### config.mk
export PLATFORM = sky130hd
export DESIGN_NAME = midi_cc_mapping_router_core_flat
export DESIGN_NICKNAME = d
export VERILOG_FILES = /design/src/sv/mcr_pkg.sv /design/src/sv/mcr_if.sv /design/src/sv/mcr_cell.sv /design/src/sv/midi_cc_mapping_router_core.sv /design/src/flat_wrapper.sv
export SDC_FILE = /design/constraint.sdc
export NUM_CORES = 1
export LEC_CHECK = 0
export BUFFER_PORTS_ARGS = -buffer_cell sky130_fd_sc_hd__buf_2
export CAP_MARGIN = 20
export CORE_UTILIZATION = 41
export CTS_CLUSTER_DIAMETER = 120
export CTS_CLUSTER_SIZE = 10
export DETAILED_ROUTE_END_ITERATION = 6
export MAX_ROUTING_LAYER = met4
export PLACE_DENSITY_LB_ADDON = 0.2
export RECOVER_POWER = 100
export SYNTH_ARGS = -nofsm -noshare
export SYNTH_HDL_FRONTEND = slang
export SYNTH_HIERARCHICAL = 1
export SYNTH_SLANG_ARGS = --single-unit
### constraint.sdc
create_clock -name i_clk -period 6 [get_ports i_clk]
set_clock_uncertainty 0.15 [all_clocks]
set_input_delay 1.2 -clock i_clk [delete_from_list [all_inputs] [get_ports i_clk]]
set_output_delay 1.2 -clock i_clk [all_outputs]
set_load 0.02 [all_outputs]
### src/sv/mcr_pkg.sv
`default_nettype none
package mcr_pkg;

    localparam int MaxMappingsDef = 16;

    localparam logic [2:0] ACT_EVENT    = 3'd0;
    localparam logic [2:0] ACT_ADD      = 3'd1;
    localparam logic [2:0] ACT_REMOVE   = 3'd2;
    localparam logic [2:0] ACT_RM_PARAM = 3'd3;
    localparam logic [2:0] ACT_CLEAR    = 3'd4;
    localparam logic [2:0] ACT_LEARN    = 3'd5;
    localparam logic [2:0] ACT_CANCEL   = 3'd6;

    localparam logic [2:0] K_SET     = 3'd0;
    localparam logic [2:0] K_TOGGLE  = 3'd1;
    localparam logic [2:0] K_LEARNED = 3'd2;
    localparam logic [2:0] K_DONE    = 3'd3;
    localparam logic [2:0] K_FULL    = 3'd4;

    localparam logic [1:0] TK_BYPASS = 2'd2;
    localparam logic [1:0] TK_PARAM  = 2'd3;

    localparam logic [1:0] M_EXACT = 2'd0;
    localparam logic [1:0] M_ROUTE = 2'd1;
    localparam logic [1:0] M_PARAM = 2'd2;

    typedef struct packed {
        logic [6:0] cc;
        logic [4:0] chan;
        logic [1:0] tkind;
        logic [7:0] tid;
        logic [7:0] pid;
    } t_entry;

    typedef struct packed {
        logic [1:0] mode;
        logic [6:0] cc;
        logic [4:0] chan;
        logic [3:0] evchan;
        logic [7:0] tid;
        logic [7:0] pid;
    } t_key;

    typedef struct packed {
        logic shift;
        logic load;
        logic wr_pressed;
        logic pressed_val;
    } t_cell_ctl;

    typedef struct packed {
        logic [2:0]  kind;
        logic [1:0]  tk;
        logic [7:0]  tid;
        logic [7:0]  pid;
        logic [15:0] level;
    } t_result;

    // round(v * 32768 / 127), with 32768 = 127 * 258 + 2
    function automatic logic [15:0] cc_level(input logic [6:0] v);
        logic [8:0]  t;
        logic [15:0] base;
        begin
            t    = {1'b0, v, 1'b0} + 9'd63;
            base = {9'b0, v} * 16'd258;
            if (t >= 9'd254) begin
                cc_level = base + 16'd2;
            end else if (t >= 9'd127) begin
                cc_level = base + 16'd1;
            end else begin
                cc_level = base;
            end
        end
    endfunction

endpackage
`default_nettype wire

### src/sv/mcr_if.sv
`default_nettype none
interface mcr_in_if;
    logic              valid;
    logic              ready;
    logic [2:0]        action;
    logic [7:0]        status_byte;
    logic [6:0]        cc_num;
    logic [6:0]        cc_val;
    logic signed [4:0] map_channel;
    logic [1:0]        target_kind;
    logic [7:0]        target_id;
    logic [7:0]        param_id;
    logic [5:0]        entry_index;

    modport source (output valid, action, status_byte, cc_num, cc_val, map_channel,
                    target_kind, target_id, param_id, entry_index, input ready);
    modport sink (input valid, action, status_byte, cc_num, cc_val, map_channel,
                  target_kind, target_id, param_id, entry_index, output ready);
endinterface

interface mcr_out_if;
    logic        valid;
    logic        ready;
    logic [2:0]  kind;
    logic [1:0]  out_target_kind;
    logic [7:0]  out_target_id;
    logic [7:0]  out_param_id;
    logic [15:0] level;
    logic        last;

    modport source (output valid, kind, out_target_kind, out_target_id, out_param_id,
                    level, last, input ready);
    modport sink (input valid, kind, out_target_kind, out_target_id, out_param_id,
                  level, last, output ready);
endinterface
`default_nettype wire

### src/sv/mcr_cell.sv
`default_nettype none
module mcr_cell
    import mcr_pkg::*;
(
    input  wire        i_clk,
    input  wire        i_rst_n,
    input  t_cell_ctl  i_ctl,
    input  t_entry     i_next,
    input  wire        i_next_pressed,
    input  t_entry     i_new,
    input  t_key       i_key,
    output t_entry     o_entry,
    output logic       o_pressed,
    output logic       o_match
);

    t_entry r_entry;
    logic   r_pressed;

    always_ff @(posedge i_clk) begin
        if (i_ctl.shift) begin
            r_entry <= i_next;
        end else if (i_ctl.load) begin
            r_entry <= i_new;
        end
    end

    always_ff @(posedge i_clk) begin
        if (!i_rst_n) begin
            r_pressed <= 1'b0;
        end else if (i_ctl.shift) begin
            r_pressed <= i_next_pressed;
        end else if (i_ctl.load) begin
            r_pressed <= 1'b0;
        end else if (i_ctl.wr_pressed) begin
            r_pressed <= i_ctl.pressed_val;
        end
    end

    always_comb begin
        case (i_key.mode)
            M_EXACT: o_match = (r_entry.cc == i_key.cc) && (r_entry.chan == i_key.chan);
            M_ROUTE: o_match = (r_entry.cc == i_key.cc) &&
                               (r_entry.chan[4] || (r_entry.chan == {1'b0, i_key.evchan}));
            M_PARAM: o_match = (r_entry.tkind == TK_PARAM) && (r_entry.tid == i_key.tid) &&
                               (r_entry.pid == i_key.pid);
            default: o_match = 1'b0;
        endcase
    end

    assign o_entry   = r_entry;
    assign o_pressed = r_pressed;

endmodule
`default_nettype wire

### src/sv/midi_cc_mapping_router_core.sv
// MIDI control-change mapping router.
// i_in (sink) takes one action per transfer: event, add, remove_at,
// remove_param_target, clear, learn arm, learn cancel. o_out (source)
// gives zero, one or two results per action, last set on the final one.
// The mapping table is a row of cells; deletion shifts every cell above
// the removed place down by one all at once, append loads one cell.
// Event routing and the add / remove searches step through the cells one
// per cycle, but a routing search pauses while a stalled receiver blocks it.
// i_in.ready is high only while no item is in progress; the result
// register lets the next item be taken while the last result waits.
// A stalled receiver holds the result register and pauses the search
// when a further result has to leave.
// Reset (synchronous, i_rst_n low) empties the table and disarms learn;
// no clearing pass is needed.
`default_nettype none
module midi_cc_mapping_router_core
    import mcr_pkg::*;
#(
    parameter int MAX_MAPPINGS = MaxMappingsDef
) (
    input  wire        i_clk,
    input  wire        i_rst_n,
    mcr_in_if.sink     i_in,
    mcr_out_if.source  o_out
);

    localparam int IW = $clog2(MAX_MAPPINGS);
    localparam int CW = $clog2(MAX_MAPPINGS + 1);

    localparam logic [2:0] S_IDLE  = 3'd0;
    localparam logic [2:0] S_SCAN  = 3'd1;
    localparam logic [2:0] S_DEL   = 3'd2;
    localparam logic [2:0] S_APP   = 3'd3;
    localparam logic [2:0] S_RESP  = 3'd4;
    localparam logic [2:0] S_FLUSH = 3'd5;

    logic [2:0]    r_state, n_state;
    logic [CW-1:0] r_ptr, n_ptr;
    logic [CW-1:0] r_count, n_count;
    logic [IW-1:0] r_del, n_del;
    logic [1:0]    r_n, n_n;
    logic          r_learn, n_learn;
    t_key          r_key, n_key;
    t_entry        r_new, n_new;
    logic [6:0]    r_val, n_val;
    logic          r_armed, n_armed;
    logic [1:0]    r_lkind, n_lkind;
    logic [7:0]    r_ltarget, n_ltarget;
    logic [7:0]    r_lparam, n_lparam;
    t_result       r_resp, n_resp;
    t_result       r_pend, n_pend;
    logic          r_pend_v, n_pend_v;
    t_result       r_out, n_out;
    logic          r_out_v, n_out_v;
    logic          r_out_last, n_out_last;

    t_entry        w_entry [MAX_MAPPINGS];
    logic          w_pressed [MAX_MAPPINGS];
    logic          w_match [MAX_MAPPINGS];
    t_cell_ctl     w_ctl [MAX_MAPPINGS];

    logic [IW-1:0] w_sel;
    t_entry        w_se;
    logic          w_sp;
    logic          w_sm;
    logic          w_pr;
    logic          w_byp;
    logic          w_need;
    logic          w_can_put;
    logic          w_wr_pr;
    logic [4:0]    w_mchan;

    genvar g;
    generate
        for (g = 0; g < MAX_MAPPINGS; g++) begin : g_cell
            t_entry w_nx;
            logic   w_nxp;
            if (g + 1 < MAX_MAPPINGS) begin : g_nb
                assign w_nx  = w_entry[g + 1];
                assign w_nxp = w_pressed[g + 1];
            end else begin : g_end
                assign w_nx  = '0;
                assign w_nxp = 1'b0;
            end
            always_comb begin
                w_ctl[g].shift = (r_state == S_DEL) && (CW'(g) >= CW'(r_del)) &&
                                 (CW'(g + 1) < r_count);
                w_ctl[g].load = (r_state == S_APP) && (r_count < CW'(MAX_MAPPINGS)) &&
                                (r_count == CW'(g));
                w_ctl[g].wr_pressed = w_wr_pr && (w_sel == IW'(g));
                w_ctl[g].pressed_val = w_pr;
            end
            mcr_cell u_cell (
                .i_clk          (i_clk),
                .i_rst_n        (i_rst_n),
                .i_ctl          (w_ctl[g]),
                .i_next         (w_nx),
                .i_next_pressed (w_nxp),
                .i_new          (r_new),
                .i_key          (r_key),
                .o_entry        (w_entry[g]),
                .o_pressed      (w_pressed[g]),
                .o_match        (w_match[g])
            );
        end
    endgenerate

    assign w_sel     = r_ptr[IW-1:0];
    assign w_se      = w_entry[w_sel];
    assign w_sp      = w_pressed[w_sel];
    assign w_sm      = w_match[w_sel];
    assign w_pr      = r_val[6];
    assign w_byp     = (w_se.tkind == TK_BYPASS);
    assign w_need    = w_byp ? (w_pr != w_sp) : 1'b1;
    assign w_can_put = !r_out_v || o_out.ready;
    assign w_mchan   = i_in.map_channel[4] ? 5'b11111 : i_in.map_channel;
    assign w_wr_pr   = (r_state == S_SCAN) && (r_key.mode == M_ROUTE) && (r_ptr < r_count) &&
                       (r_n != 2'd2) && w_sm && w_byp && !(w_need && r_pend_v && !w_can_put);

    always_comb begin
        n_state    = r_state;
        n_ptr      = r_ptr;
        n_count    = r_count;
        n_del      = r_del;
        n_n        = r_n;
        n_learn    = r_learn;
        n_key      = r_key;
        n_new      = r_new;
        n_val      = r_val;
        n_armed    = r_armed;
        n_lkind    = r_lkind;
        n_ltarget  = r_ltarget;
        n_lparam   = r_lparam;
        n_resp     = r_resp;
        n_pend     = r_pend;
        n_pend_v   = r_pend_v;
        n_out      = r_out;
        n_out_v    = r_out_v && !o_out.ready;
        n_out_last = r_out_last;

        case (r_state)
            S_IDLE: begin
                if (i_in.valid) begin
                    n_ptr        = '0;
                    n_n          = 2'd0;
                    n_pend_v     = 1'b0;
                    n_learn      = 1'b0;
                    n_val        = i_in.cc_val;
                    n_resp       = '0;
                    n_resp.kind  = K_DONE;
                    n_key.cc     = i_in.cc_num;
                    n_key.evchan = i_in.status_byte[3:0];
                    n_key.tid    = i_in.target_id;
                    n_key.pid    = i_in.param_id;
                    n_new.cc     = i_in.cc_num;
                    n_new.chan   = w_mchan;
                    n_new.tkind  = i_in.target_kind;
                    n_new.tid    = i_in.target_id;
                    n_new.pid    = i_in.param_id;
                    n_key.chan   = w_mchan;
                    case (i_in.action)
                        ACT_EVENT: begin
                            n_state = S_SCAN;
                            if (r_armed) begin
                                n_armed     = 1'b0;
                                n_learn     = 1'b1;
                                n_key.mode  = M_EXACT;
                                n_key.chan  = {1'b0, i_in.status_byte[3:0]};
                                n_new.chan  = {1'b0, i_in.status_byte[3:0]};
                                n_new.tkind = r_lkind;
                                n_new.tid   = r_ltarget;
                                n_new.pid   = r_lparam;
                            end else begin
                                n_key.mode = M_ROUTE;
                            end
                        end
                        ACT_ADD: begin
                            n_key.mode = M_EXACT;
                            n_state    = S_SCAN;
                        end
                        ACT_REMOVE: begin
                            if ({{(CW > 6 ? CW - 6 : 0){1'b0}}, i_in.entry_index} <
                                {{(CW > 6 ? 0 : 6 - CW){1'b0}}, r_count}) begin
                                n_del   = i_in.entry_index[IW-1:0];
                                n_key.mode = M_PARAM;
                                n_state = S_DEL;
                            end else begin
                                n_state = S_RESP;
                            end
                        end
                        ACT_RM_PARAM: begin
                            n_key.mode = M_PARAM;
                            n_state    = S_SCAN;
                        end
                        ACT_CLEAR: begin
                            n_count = '0;
                            n_state = S_RESP;
                        end
                        ACT_LEARN: begin
                            n_armed   = 1'b1;
                            n_lkind   = i_in.target_kind;
                            n_ltarget = i_in.target_id;
                            n_lparam  = i_in.param_id;
                            n_state   = S_RESP;
                        end
                        ACT_CANCEL: begin
                            n_armed   = 1'b0;
                            n_ltarget = '0;
                            n_lparam  = '0;
                            n_state   = S_RESP;
                        end
                        default: n_state = S_IDLE;
                    endcase
                end
            end
            S_SCAN: begin
                if ((r_ptr >= r_count) || ((r_key.mode == M_ROUTE) && (r_n == 2'd2))) begin
                    case (r_key.mode)
                        M_ROUTE: n_state = r_pend_v ? S_FLUSH : S_IDLE;
                        M_EXACT: n_state = S_APP;
                        default: n_state = S_RESP;
                    endcase
                end else if (r_key.mode == M_ROUTE) begin
                    if (!w_sm || !w_need) begin
                        n_ptr = r_ptr + 1'b1;
                    end else if (!(r_pend_v && !w_can_put)) begin
                        if (r_pend_v) begin
                            n_out      = r_pend;
                            n_out_v    = 1'b1;
                            n_out_last = 1'b0;
                        end
                        n_pend.kind  = w_byp ? K_TOGGLE : K_SET;
                        n_pend.tk    = w_se.tkind;
                        n_pend.tid   = w_se.tid;
                        n_pend.pid   = w_se.pid;
                        n_pend.level = w_byp ? 16'd0 : cc_level(r_val);
                        n_pend_v     = 1'b1;
                        n_n          = r_n + 1'b1;
                        n_ptr        = r_ptr + 1'b1;
                    end
                end else if (w_sm) begin
                    n_del   = w_sel;
                    n_state = S_DEL;
                end else begin
                    n_ptr = r_ptr + 1'b1;
                end
            end
            S_DEL: begin
                n_count = r_count - 1'b1;
                n_state = (r_key.mode == M_EXACT) ? S_APP : S_RESP;
            end
            S_APP: begin
                n_state = S_RESP;
                if (r_count >= CW'(MAX_MAPPINGS)) begin
                    n_resp.kind = K_FULL;
                end else begin
                    n_count = r_count + 1'b1;
                    if (r_learn) begin
                        n_resp.kind = K_LEARNED;
                        n_resp.tk   = r_new.tkind;
                        n_resp.tid  = r_new.tid;
                        n_resp.pid  = r_new.pid;
                    end
                end
            end
            S_RESP: begin
                if (w_can_put) begin
                    n_out      = r_resp;
                    n_out_v    = 1'b1;
                    n_out_last = 1'b1;
                    n_state    = S_IDLE;
                end
            end
            S_FLUSH: begin
                if (w_can_put) begin
                    n_out      = r_pend;
                    n_out_v    = 1'b1;
                    n_out_last = 1'b1;
                    n_pend_v   = 1'b0;
                    n_state    = S_IDLE;
                end
            end
            default: n_state = S_IDLE;
        endcase
    end

    always_ff @(posedge i_clk) begin
        if (!i_rst_n) begin
            r_state   <= S_IDLE;
            r_count   <= '0;
            r_armed   <= 1'b0;
            r_lkind   <= '0;
            r_ltarget <= '0;
            r_lparam  <= '0;
            r_pend_v  <= 1'b0;
            r_out_v   <= 1'b0;
            r_n       <= '0;
        end else begin
            r_state   <= n_state;
            r_count   <= n_count;
            r_armed   <= n_armed;
            r_lkind   <= n_lkind;
            r_ltarget <= n_ltarget;
            r_lparam  <= n_lparam;
            r_pend_v  <= n_pend_v;
            r_out_v   <= n_out_v;
            r_n       <= n_n;
        end
    end

    always_ff @(posedge i_clk) begin
        r_ptr      <= n_ptr;
        r_del      <= n_del;
        r_learn    <= n_learn;
        r_key      <= n_key;
        r_new      <= n_new;
        r_val      <= n_val;
        r_resp     <= n_resp;
        r_pend     <= n_pend;
        r_out      <= n_out;
        r_out_last <= n_out_last;
    end

    assign i_in.ready            = (r_state == S_IDLE);
    assign o_out.valid           = r_out_v;
    assign o_out.kind            = r_out.kind;
    assign o_out.out_target_kind = r_out.tk;
    assign o_out.out_target_id   = r_out.tid;
    assign o_out.out_param_id    = r_out.pid;
    assign o_out.level           = r_out.level;
    assign o_out.last            = r_out_last;

`ifndef SYNTHESIS
    a_count_max: assert property (@(posedge i_clk) disable iff (!i_rst_n)
        r_count <= CW'(MAX_MAPPINGS))
        else $error("table count beyond capacity");

    a_del_dec: assert property (@(posedge i_clk) disable iff (!i_rst_n)
        (r_state == S_DEL) |=> (r_count == CW'($past(r_count) - 1'b1)))
        else $error("delete did not shrink the table");

    a_route_max: assert property (@(posedge i_clk) disable iff (!i_rst_n)
        r_n <= 2'd2)
        else $error("more than two routed results");

    a_level_zero: assert property (@(posedge i_clk) disable iff (!i_rst_n)
        (r_out_v && (r_out.kind != K_SET)) |-> (r_out.level == 16'd0))
        else $error("level set on a non-value result");
`endif

endmodule
`default_nettype wire

### src/flat_wrapper.sv
// flat-port wrapper written by rule: the top's interface ports become plain ports
module midi_cc_mapping_router_core_flat import mcr_pkg::*;
#(
    parameter int MAX_MAPPINGS = MaxMappingsDef
)
  (i_clk, i_rst_n, i_in_valid, i_in_action, i_in_status_byte, i_in_cc_num, i_in_cc_val, i_in_map_channel, i_in_target_kind, i_in_target_id, i_in_param_id, i_in_entry_index, i_in_ready, o_out_valid, o_out_kind, o_out_out_target_kind, o_out_out_target_id, o_out_out_param_id, o_out_level, o_out_last, o_out_ready);
  mcr_in_if i_in_i ();
  mcr_out_if o_out_i ();
  input  wire i_clk;
  input  wire i_rst_n;
  input wire logic [$bits(i_in_i.valid)-1:0] i_in_valid;
  input wire logic [$bits(i_in_i.action)-1:0] i_in_action;
  input wire logic [$bits(i_in_i.status_byte)-1:0] i_in_status_byte;
  input wire logic [$bits(i_in_i.cc_num)-1:0] i_in_cc_num;
  input wire logic [$bits(i_in_i.cc_val)-1:0] i_in_cc_val;
  input wire logic [$bits(i_in_i.map_channel)-1:0] i_in_map_channel;
  input wire logic [$bits(i_in_i.target_kind)-1:0] i_in_target_kind;
  input wire logic [$bits(i_in_i.target_id)-1:0] i_in_target_id;
  input wire logic [$bits(i_in_i.param_id)-1:0] i_in_param_id;
  input wire logic [$bits(i_in_i.entry_index)-1:0] i_in_entry_index;
  output wire logic [$bits(i_in_i.ready)-1:0] i_in_ready;
  output wire logic [$bits(o_out_i.valid)-1:0] o_out_valid;
  output wire logic [$bits(o_out_i.kind)-1:0] o_out_kind;
  output wire logic [$bits(o_out_i.out_target_kind)-1:0] o_out_out_target_kind;
  output wire logic [$bits(o_out_i.out_target_id)-1:0] o_out_out_target_id;
  output wire logic [$bits(o_out_i.out_param_id)-1:0] o_out_out_param_id;
  output wire logic [$bits(o_out_i.level)-1:0] o_out_level;
  output wire logic [$bits(o_out_i.last)-1:0] o_out_last;
  input wire logic [$bits(o_out_i.ready)-1:0] o_out_ready;
  assign i_in_i.valid = i_in_valid;
  assign i_in_i.action = i_in_action;
  assign i_in_i.status_byte = i_in_status_byte;
  assign i_in_i.cc_num = i_in_cc_num;
  assign i_in_i.cc_val = i_in_cc_val;
  assign i_in_i.map_channel = i_in_map_channel;
  assign i_in_i.target_kind = i_in_target_kind;
  assign i_in_i.target_id = i_in_target_id;
  assign i_in_i.param_id = i_in_param_id;
  assign i_in_i.entry_index = i_in_entry_index;
  assign i_in_ready = i_in_i.ready;
  assign o_out_valid = o_out_i.valid;
  assign o_out_kind = o_out_i.kind;
  assign o_out_out_target_kind = o_out_i.out_target_kind;
  assign o_out_out_target_id = o_out_i.out_target_id;
  assign o_out_out_param_id = o_out_i.out_param_id;
  assign o_out_level = o_out_i.level;
  assign o_out_last = o_out_i.last;
  assign o_out_i.ready = o_out_ready;
  midi_cc_mapping_router_core #(.MAX_MAPPINGS(MAX_MAPPINGS)) u_core (.i_clk(i_clk), .i_rst_n(i_rst_n), .i_in(i_in_i), .o_out(o_out_i));
endmodule
==> impl_metrics.toml, run 1 <==
[critical_path]
required_ns = 6.37
worstSetupEndpointType = "flop"
timing.rr.start = "u_core/r_key[13]"
r2r_setup_slack_ns = 0.49
path_max_fanout = 11
crit_arrival_ns = 5.87
path_class = "reg2reg"
reg2reg_to = "u_core/g_cell[0].u_cell/o_pressed"
start_kind = "flop"
reg2reg_depth = 16

[clock_tree]
clockRootBuffer = "clkbuf_16"
h-tree-depth = 3
cts_hold_buf = 0
clk_path_buf_depth = 3
clk_latency_ns = 0.64
cts_tree = "built"
postCtsResizedCells = 0
post_cts_buffers = 0
cts.clk_slew.worst_paths_ns = 0.06
cts_buffers = 78
cts.sinks = 690

[drt]
wl_um = 108000
antenna_left = 0
wl_per_cell_um = 25.9
drtIter0Drc = 1929
drc_errors = 2
post_drt_via_cell_ratio = 5.76
num_vias = 23900
drt-pass1-iter-count = 7

[outcome]
status = "complete, but fails checks"
violations = "DRC, capacitance limit, slew limit"

[placed_design]
place_congestion = 0.862
io_buffers = 93
dp_hpwl_um = 71800
placed_area_um2 = 40600

[hold_path]
hold_class = "reg2reg"
hold_depth = 2
hold_start = "u_core/r_n[0]"
min_to = "u_core/r_n[0]"

[cells_and_area]
post-route-util_pct = 46.4
area_delta_synth_final_pct = 11.8
drive_gt1_share_pct = 29.0
fin_nets = 2931
post-route-cell-area_um2 = 42700
final_cell_mix = "edfxtp_1 (643), mux2_2 (509), xor2_1 (341)"
layout_commonest_cell = "edfxtp_1"

[power_and_ir_drop]
leakage_nw = 13.6
ir_worst_vdd_mv = 0.190
powerDensity_nw_per_um2 = 283

[global_route]
grt_pass1_wl_um = 161000
grt.overflow.total = 0
grt_pass1_vias = 24800
gr-usage-all-layers_pct = 23.5
grt_max_degree = 61
antenna_found_initial = 6

[yosys]
ys_seq_elements = 690
synth_top_cell_area_share_pct = 50.6
synthCells = 2685
synth_cell_types = 61
syn_area_um2 = 38200
yosysTopAreaCell = "edfxtp_1"
synth_area_per_cell_um2 = 14.2
seq_area_frac_synth_pct = 53.0
synth-main-ff-cell = "edfxtp_1"
synthTopCellsByArea = "edfxtp_1 (51%), mux2_2 (15%), xor2_1 (7.8%), mux4_2 (5.7%), xnor2_1 (4.1%)"
synth_async_sr_flop_share_pct = 0
synth_edf_count = 643
yosysWarningCount = 6

[sta]
slew_viol_final = 767
finalCritPeriodShare_pct = 91.8
rsz0062_at_grt = "no"
tightest_slew_ns = 3.36
hold_viol = 0
slew_headroom_pct = -124
tns_ns = 0
clock.fmax_mhz = 182
finalSetupViolations = 0
fin_crit_ns = 5.51

[floorplan]
die_w_um = 307
core_um2 = 91900
fp-row-count = 111
die-area_um2 = 94400
die_h_um = 307
start_util_pct = 41.5
io_pins = 98

[job]
maxCapViolations = 25
-- critical path: stages (launching register included) --
cell	delay (ns)
edfxtp_1	0.79
clkbuf_1	0.40
xnor2_1	0.18
nand4_1	0.20
nor3_1	0.57
nand3_1	0.32
o41ai_2	0.28
mux4_2	0.27
mux4_2	0.34
nor2b_1	0.23
inv_1	0.14
a2111oi_4	0.43
nand2_1	0.24
nor3_1	0.25
mux2i_1	0.20
o21ai_0	0.10
and2_0	0.27
-- Yosys cell counts, types with 3 or more instances --
cell / n
a21o_1: 6
o2111ai_1: 16
buf_2: 56
inv_1: 25
inv_2: 3
nand2_1: 70
o211ai_1: 3
edfxtp_1: 643
nand2b_1: 13
xor2_1: 341
nor4_1: 35
a311oi_1: 5
o21ai_0: 38
a21oi_1: 37
o22ai_1: 3
mux4_2: 97
nor2b_1: 27
nand3b_1: 16
o41ai_2: 16
or3_1: 7
clkbuf_1: 40
nor3_1: 52
buf_1: 6
a211oi_1: 4
nor2_1: 84
dfxtp_1: 47
nand4b_1: 17
a221oi_1: 5
and3_1: 26
nand3_1: 46
nor4_2: 32
mux2_2: 520
mux2i_1: 22
or2_2: 18
ha_1: 22
a22oi_1: 18
xnor2_1: 179
nand4_1: 34
a31oi_1: 4
and2_1: 23
-- kinds of logic after synthesis --
| group | share of synthesized area [%] |
|---|---|
| buffers and inverters | 1.54 |
| muxes | 21.6 |
| adders and majority gates | 0.721 |
| DFF | 53.0 |
| xor gates and xnor gates | 12.0 |
| AOI/OAI and AO/OA | 3.44 |
| and+or+nand+nor | 7.65 |
| other | 0.00982 |
-- metrics by stage --
stage          cells  hold WS, ns  setup slack, ns  power [mW]
3_3_place_gp    4007        0.301            0.940        7.72
6_report        4149        0.329            0.495        12.1
3_5_place_dp    4009        0.328            0.915        7.76
5_1_grt         4149        0.357            0.342        12.5
4_1_cts         4143        0.337            0.892        12.2
2_1_floorplan   2715        0.290            0.537        7.16
-- per-layer routing --
layer / vias up / share of wire (%) / global-route usage, %
li1: 10600 / - / -
met1: 12400 / 45 / 31.8
met2: 726 / 47 / 36.9
met3: 159 / 5.2 / 3.01
met4: 0 / 2.6 / 6.95
met5: - / 0 / -
-- registers in the layout, indices dropped and copies added (netlist names), 16 cells and up --
| name | cells |
|---|---|
| u_core/g_cell.u_cell/o_pressed | 16 |
| u_core/r_new | 25 |
| u_core/o_out.level | 16 |
| u_core/g_cell.u_cell/o_entry | 480 |
| u_core/r_resp | 21 |
| u_core/r_key | 27 |
| u_core/r_pend | 35 |
-- layout make-up --
type	count	area (um^2)
multi-input cells	1891	17600
fillers	8167	49300
repair buffers	161	878
well taps	1243	1560
flip-flops and latches	690	20200
inverters	29	109
diodes	1	2.50
clock buffers	131	2210
clock inverters	3	41.3
-- how the worst max path moves through the flow --
stage,from,slack (ns),to
2_1_floorplan,u_core/r_ptr[0],0.54,u_core/o_out.kind[0]
3_3_place_gp,u_core/r_key[13],0.94,u_core/g_cell[0].u_cell/o_pressed
3_5_place_dp,u_core/r_key[13],0.91,u_core/g_cell[0].u_cell/o_pressed
4_1_cts,u_core/r_key[13],0.89,u_core/g_cell[0].u_cell/o_pressed
5_1_grt,u_core/r_key[13],0.34,u_core/g_cell[0].u_cell/o_pressed
6_report,u_core/r_key[13],0.49,u_core/g_cell[0].u_cell/o_pressed
-- where the power goes --
part           switching [mW]  leakage [nW]  total [mW]  internal, mW
clock network            1.91          1.08        4.41          2.50
logic                   0.968          6.29        1.86         0.896
registers               0.299          6.22        5.79          5.49
total                    3.18          13.6        12.1          8.88
No activity file was read; power rests on OpenSTA's default activity.
==> run 2: changes to the inputs <==
BUFFER_PORTS_ARGS = unset   (was -buffer_cell sky130_fd_sc_hd__buf_2)
DONT_BUFFER_PORTS = 1   (was unset)
==> impl_metrics.toml, run 2 (same netlist as run 1, synthesis figures left out) <==
[placed_design]
place_congestion = 0.922
post-place-ws_ns = 0.937
dp.cells = 3918
io_buffers = 0
dp_hpwl_um = 71700

[cells_and_area]
regArea_um2 = 20200
area_delta_synth_final_pct = 10.5
layout_commonest_cell = "edfxtp_1"
post-route-util_pct = 45.9
fillers = 8271
largest_register_ffs = 480
num_antenna_cells = 0
drive_gt1_share_pct = 29.9
final_cell_mix = "edfxtp_1 (643), mux2_2 (514), xor2_1 (341)"
multi_input_area_um2 = 17700
fin_nets = 2836
final_cell_count_no_fill = 4036

[job]
maxCapViolations = 9

[floorplan]
die_h_um = 307
fp-row-count = 111
die_w_um = 307
core_um2 = 91900
die-area_um2 = 94400
start_util_pct = 41.5
io_pins = 98

[drt]
antenna_left = 0
drtIter0Drc = 2154
drt-pass1-iter-count = 5
wl_per_cell_um = 26.4
post_drt_via_cell_ratio = 5.82
wl_um = 106000
drc_errors = 0
num_vias = 23500

[power_and_ir_drop]
internal_power_mw = 8.80
power_frac_clock_pct = 36.3
powerDensity_nw_per_um2 = 283
power.share.sequential_pct = 48.4
power_switching_mw = 3.16
leakage_nw = 13.4
switching_share_pct = 26.4
ir_worst_vdd_mv = 0.210
p_comb_share_pct = 15.4

[sta]
setup_ws_ns = 0.538
tns_ns = 0
finalSetupViolations = 0
finalCritPeriodShare_pct = 91.0
fin_crit_ns = 5.46
slew_viol_final = 274
tightest_slew_ns = 2.58
clock.fmax_mhz = 183
fin_hold_ws_ns = 0.315
slew_headroom_pct = -72.1
hold_viol = 0
rsz0062_at_grt = "no"

[clock_tree]
cts_tree = "built"
cts_buffers = 78
clockRootBuffer = "clkbuf_16"
h-tree-depth = 3
clk_path_buf_depth = 3
cts.clk_slew.worst_paths_ns = 0.06
cts_hold_buf = 0
postCtsResizedCells = 0
clk_latency_ns = 0.64
cts.sinks = 690
post_cts_buffers = 0

[critical_path]
path_max_fanout = 31
start_kind = "flop"
required_ns = 6.22
r2r_setup_slack_ns = 0.54
path_class = "reg2reg"
crit_arrival_ns = 5.68
worstSetupEndpointType = "flop"

[outcome]
status = "complete, but fails checks"
violations = "capacitance limit, slew limit"

[global_route]
gr-usage-all-layers_pct = 23.1
grt.overflow.total = 0
antenna_found_initial = 2
grt_pass1_vias = 24200
grt_pass1_wl_um = 157000
grt_max_degree = 61

[hold_path]
hold_class = "reg2reg"
## run 2: power groups by stage
stage / sequential, mW / clock (mW) / combinational [mW]
after global routing: 5.80 / 4.60 / 1.98
final: 5.78 / 4.34 / 1.84
after detailed placement: 5.88 / 0 / 1.84
after floorplan: 5.84 / 0 / 1.32
after CTS: 5.78 / 4.44 / 1.85
after global placement: 5.87 / 0 / 1.81
## run 2: final cells by class
cell class | instances | share of cell area, %
Inverter | 29 | 0.258
Clock inverter | 3 | 0.107
Timing Repair Buffer | 66 | 1.03
Sequential cell | 690 | 48.0
Tap cell | 1243 | 3.69
Multi-Input combinational cell | 1891 | 41.9
Clock buffer | 114 | 5.05
## run 2: path summary, 6_finish.rpt
kind,depth (start not counted),end,from
worst max-delay path,6,u_core/g_cell[12].u_cell/o_entry[7],u_core/r_state[1]
worst min-delay path,2,u_core/r_n[0],u_core/r_n[0]
worst max register to register,6,u_core/g_cell[12].u_cell/o_entry[7],u_core/r_state[1]
worst min register to register,2,u_core/r_n[0],u_core/r_n[0]
## run 2: critical path: stages (launching register included)
cell and delay (ns):
dfxtp_1 0.57, nor2b_1 0.18, clkbuf_1 1.01, nand2_1 0.57
a311oi_4 0.36, clkbuf_1 1.85, mux2_2 0.47
## run 2: per-stage QoR
step	total power [mW]	cell area (um^2)
4_1_cts	12.1	42300
3_5_place_dp	7.72	40100
5_1_grt	12.4	42200
6_report	12.0	42200
2_1_floorplan	7.16	38300
3_3_place_gp	7.68	40100
## run 2: metal layers
metal  global-route usage [%]  wire length [um]  part of all wire [%]
met3                     3.17              5400                   5.1
met4                     6.94              3110                   2.9
met5                        -                 0                     0
met2                     36.4             50500                    47
met1                     30.9             47400                    45
==> run 3: changes to the inputs <==
SYNTH_HIERARCHICAL = unset   (was 1)
==> impl_metrics.toml, run 3 <==
[clock_tree]
cts_tree = "built"
cts_buffers = 78
post_cts_buffers = 0
clk_latency_ns = 0.64
clockRootBuffer = "clkbuf_16"
clk_path_buf_depth = 3
cts_hold_buf = 0
cts.clk_slew.worst_paths_ns = 0.06
postCtsResizedCells = 0
h-tree-depth = 3
cts.sinks = 690

[critical_path]
path_max_fanout = 32
path_class = "reg2reg"
crit_chain = "nor2b_1 -> clkbuf_1 -> nor2b_1 -> nand2_1 -> a221o_1 -> clkbuf_2 -> inv_1 -> buf_16 -> nand2_1 -> nand2_1"
reg2reg_to = "u_core.g_cell[8].u_cell.o_entry[6]"
crit_arrival_ns = 5.53
timing.rr.start = "u_core.r_state[1]"
crit_slowest_cell = "nor2b_1"
required_ns = 6.36
start_kind = "flop"
worstSetupEndpointType = "flop"
reg2reg_depth = 10
slowest_delay_ns = 0.85
cpMostUsedCell = "nand2_1"
crit_start = "u_core.r_state[1]"
r2r_setup_slack_ns = 0.82

[drt]
post_drt_via_cell_ratio = 5.75
num_vias = 24000
wl_per_cell_um = 25.1
drtIter0Drc = 2147
drc_errors = 0
drt-pass1-iter-count = 7
wl_um = 105000
antenna_left = 0

[global_route]
antenna_found_initial = 5
gr-usage-all-layers_pct = 22.9
grt.overflow.total = 0
grt_pass1_vias = 24200
grt_pass1_wl_um = 157000
grt_max_degree = 85

[yosys]
seq_area_frac_synth_pct = 52.4
yosysWarningCount = 0
yosysTopAreaCell = "edfxtp_1"
synth_cell_types = 75
synth_top_cell_area_share_pct = 48.3
synth_most_common_cell = "edfxtp_1"
syn_nets = 3017
ys_seq_elements = 690
synthTopCellsByArea = "edfxtp_1 (48%), mux2_2 (13%), xnor2_1 (7.9%), mux4_2 (5.1%), xor2_1 (4.1%)"
synth-main-ff-cell = "edfxtp_1"
synth_async_sr_flop_share_pct = 0
synth_area_per_cell_um2 = 13.0
synth_common_cells = "edfxtp_1 (613), mux2_2 (456), xnor2_1 (345)"
syn_area_um2 = 38100
synth_edf_count = 613
synthCells = 2937

[sta]
slew_viol_final = 430
slew_headroom_pct = -98.2
tns_ns = 0
clock.fmax_mhz = 193
rsz0062_at_grt = "no"
tightest_slew_ns = 2.95
finalCritPeriodShare_pct = 86.3
hold_viol = 0
finalSetupViolations = 0
fin_crit_ns = 5.18
setup_ws_ns = 0.824

[outcome]
status = "complete, but fails checks"
violations = "capacitance limit, slew limit"

[floorplan]
start_util_pct = 41.5
die_h_um = 307
die_w_um = 307
fp-row-count = 111
die-area_um2 = 94200
io_pins = 98
core_um2 = 91800

[placed_design]
io_buffers = 0
dp_hpwl_um = 77200
place_congestion = 0.918
post-place-ws_ns = 1.08

[cells_and_area]
largest_register_ffs = 480
area_delta_synth_final_pct = 9.71
layout_commonest_cell = "edfxtp_1"
final_cell_mix = "edfxtp_1 (613), mux2_2 (449), xnor2_1 (345)"
drive_gt1_share_pct = 24.9
fin_nets = 2965

[power_and_ir_drop]
leakage_nw = 13.5
power.total_mw = 11.2
ir_worst_vdd_mv = 0.202
powerDensity_nw_per_um2 = 267

[hold_path]
hold_depth = 2
hold_start = "u_core.g_cell[11].u_cell.o_pressed"
min_to = "u_core.g_cell[10].u_cell.o_pressed"
hold_class = "reg2reg"

[job]
maxCapViolations = 13
[run 3: cells by family after synthesis]
| family | after synthesis | share of synthesized area, % |
|---|---|---|
| buf+inv | 262 | 2.90 |
| fa+ha+maj | 22 | 0.722 |
| compound gates | 233 | 4.13 |
| simple gates | 645 | 8.38 |
| flops | 690 | 52.4 |
| xor+xnor | 523 | 12.0 |
| mux | 562 | 19.5 |
[run 3: per-layer routing]
| layer | track usage (%) | vias to the layer above | part of all wire [%] | wire length, um |
|---|---|---|---|---|
| li1 | - | 10800 | - | - |
| met1 | 31.1 | 12200 | 45 | 46900 |
| met2 | 35.0 | 833 | 46 | 48000 |
| met3 | 4.07 | 165 | 6.7 | 7000 |
| met4 | 6.48 | 0 | 2.8 | 2970 |
| met5 | - | - | 0 | 0 |
[run 3: power by group]
part           switching (mW)  internal [mW]  leakage, nW
sequential              0.186           5.35         6.19
combinational           0.661          0.563         6.20
clock                    1.94           2.46         1.07
total                    2.79           8.37         13.5
[run 3: worst max-delay path by stage]
stage	to	slack, ns	cells after the start
floorplan	u_core.g_cell[5].u_cell.o_pressed	0.86	9
global placement	u_core.o_out.out_param_id[0]	1.17	13
detailed placement	u_core.o_out.out_param_id[0]	1.08	13
CTS	u_core.o_out.level[6]	1.06	13
global route	u_core.g_cell[5].u_cell.o_pressed	0.42	8
finish	u_core.g_cell[8].u_cell.o_entry[6]	0.82	10
[run 3: layout make-up]
cell class | count | area [um^2]
fillers | 8138 | 50000
flip-flops and latches | 690 | 19900
multi-input cells | 1985 | 17200
clock buffers | 118 | 2140
well taps | 1243 | 1560
repair buffers | 102 | 778
inverters | 28 | 106
clock inverters | 5 | 91.3
diodes | 1 | 2.50
[run 3: through the flow]
step | util, % | instances | hold WS (ns) | instance area, um^2
global placement | 43.2 | 4045 | 0.302 | 39700
global route | 45.5 | 4172 | 0.330 | 41800
floorplan | - | 2937 | 0.292 | 38100
finish | 45.5 | 4172 | 0.315 | 41800
detailed placement | 43.3 | 4046 | 0.326 | 39700
CTS | 45.7 | 4169 | 0.311 | 42000
[run 3: worst max-delay path: cells and delay by family, from the launching register on]
family | cells | cell delay [ns]
AO/OA/AOI/OAI | 1 | 0.36
buffers and inverters | 4 | 2.21
flip-flops | 1 | 0.67
AND/OR/NAND/NOR | 5 | 1.63
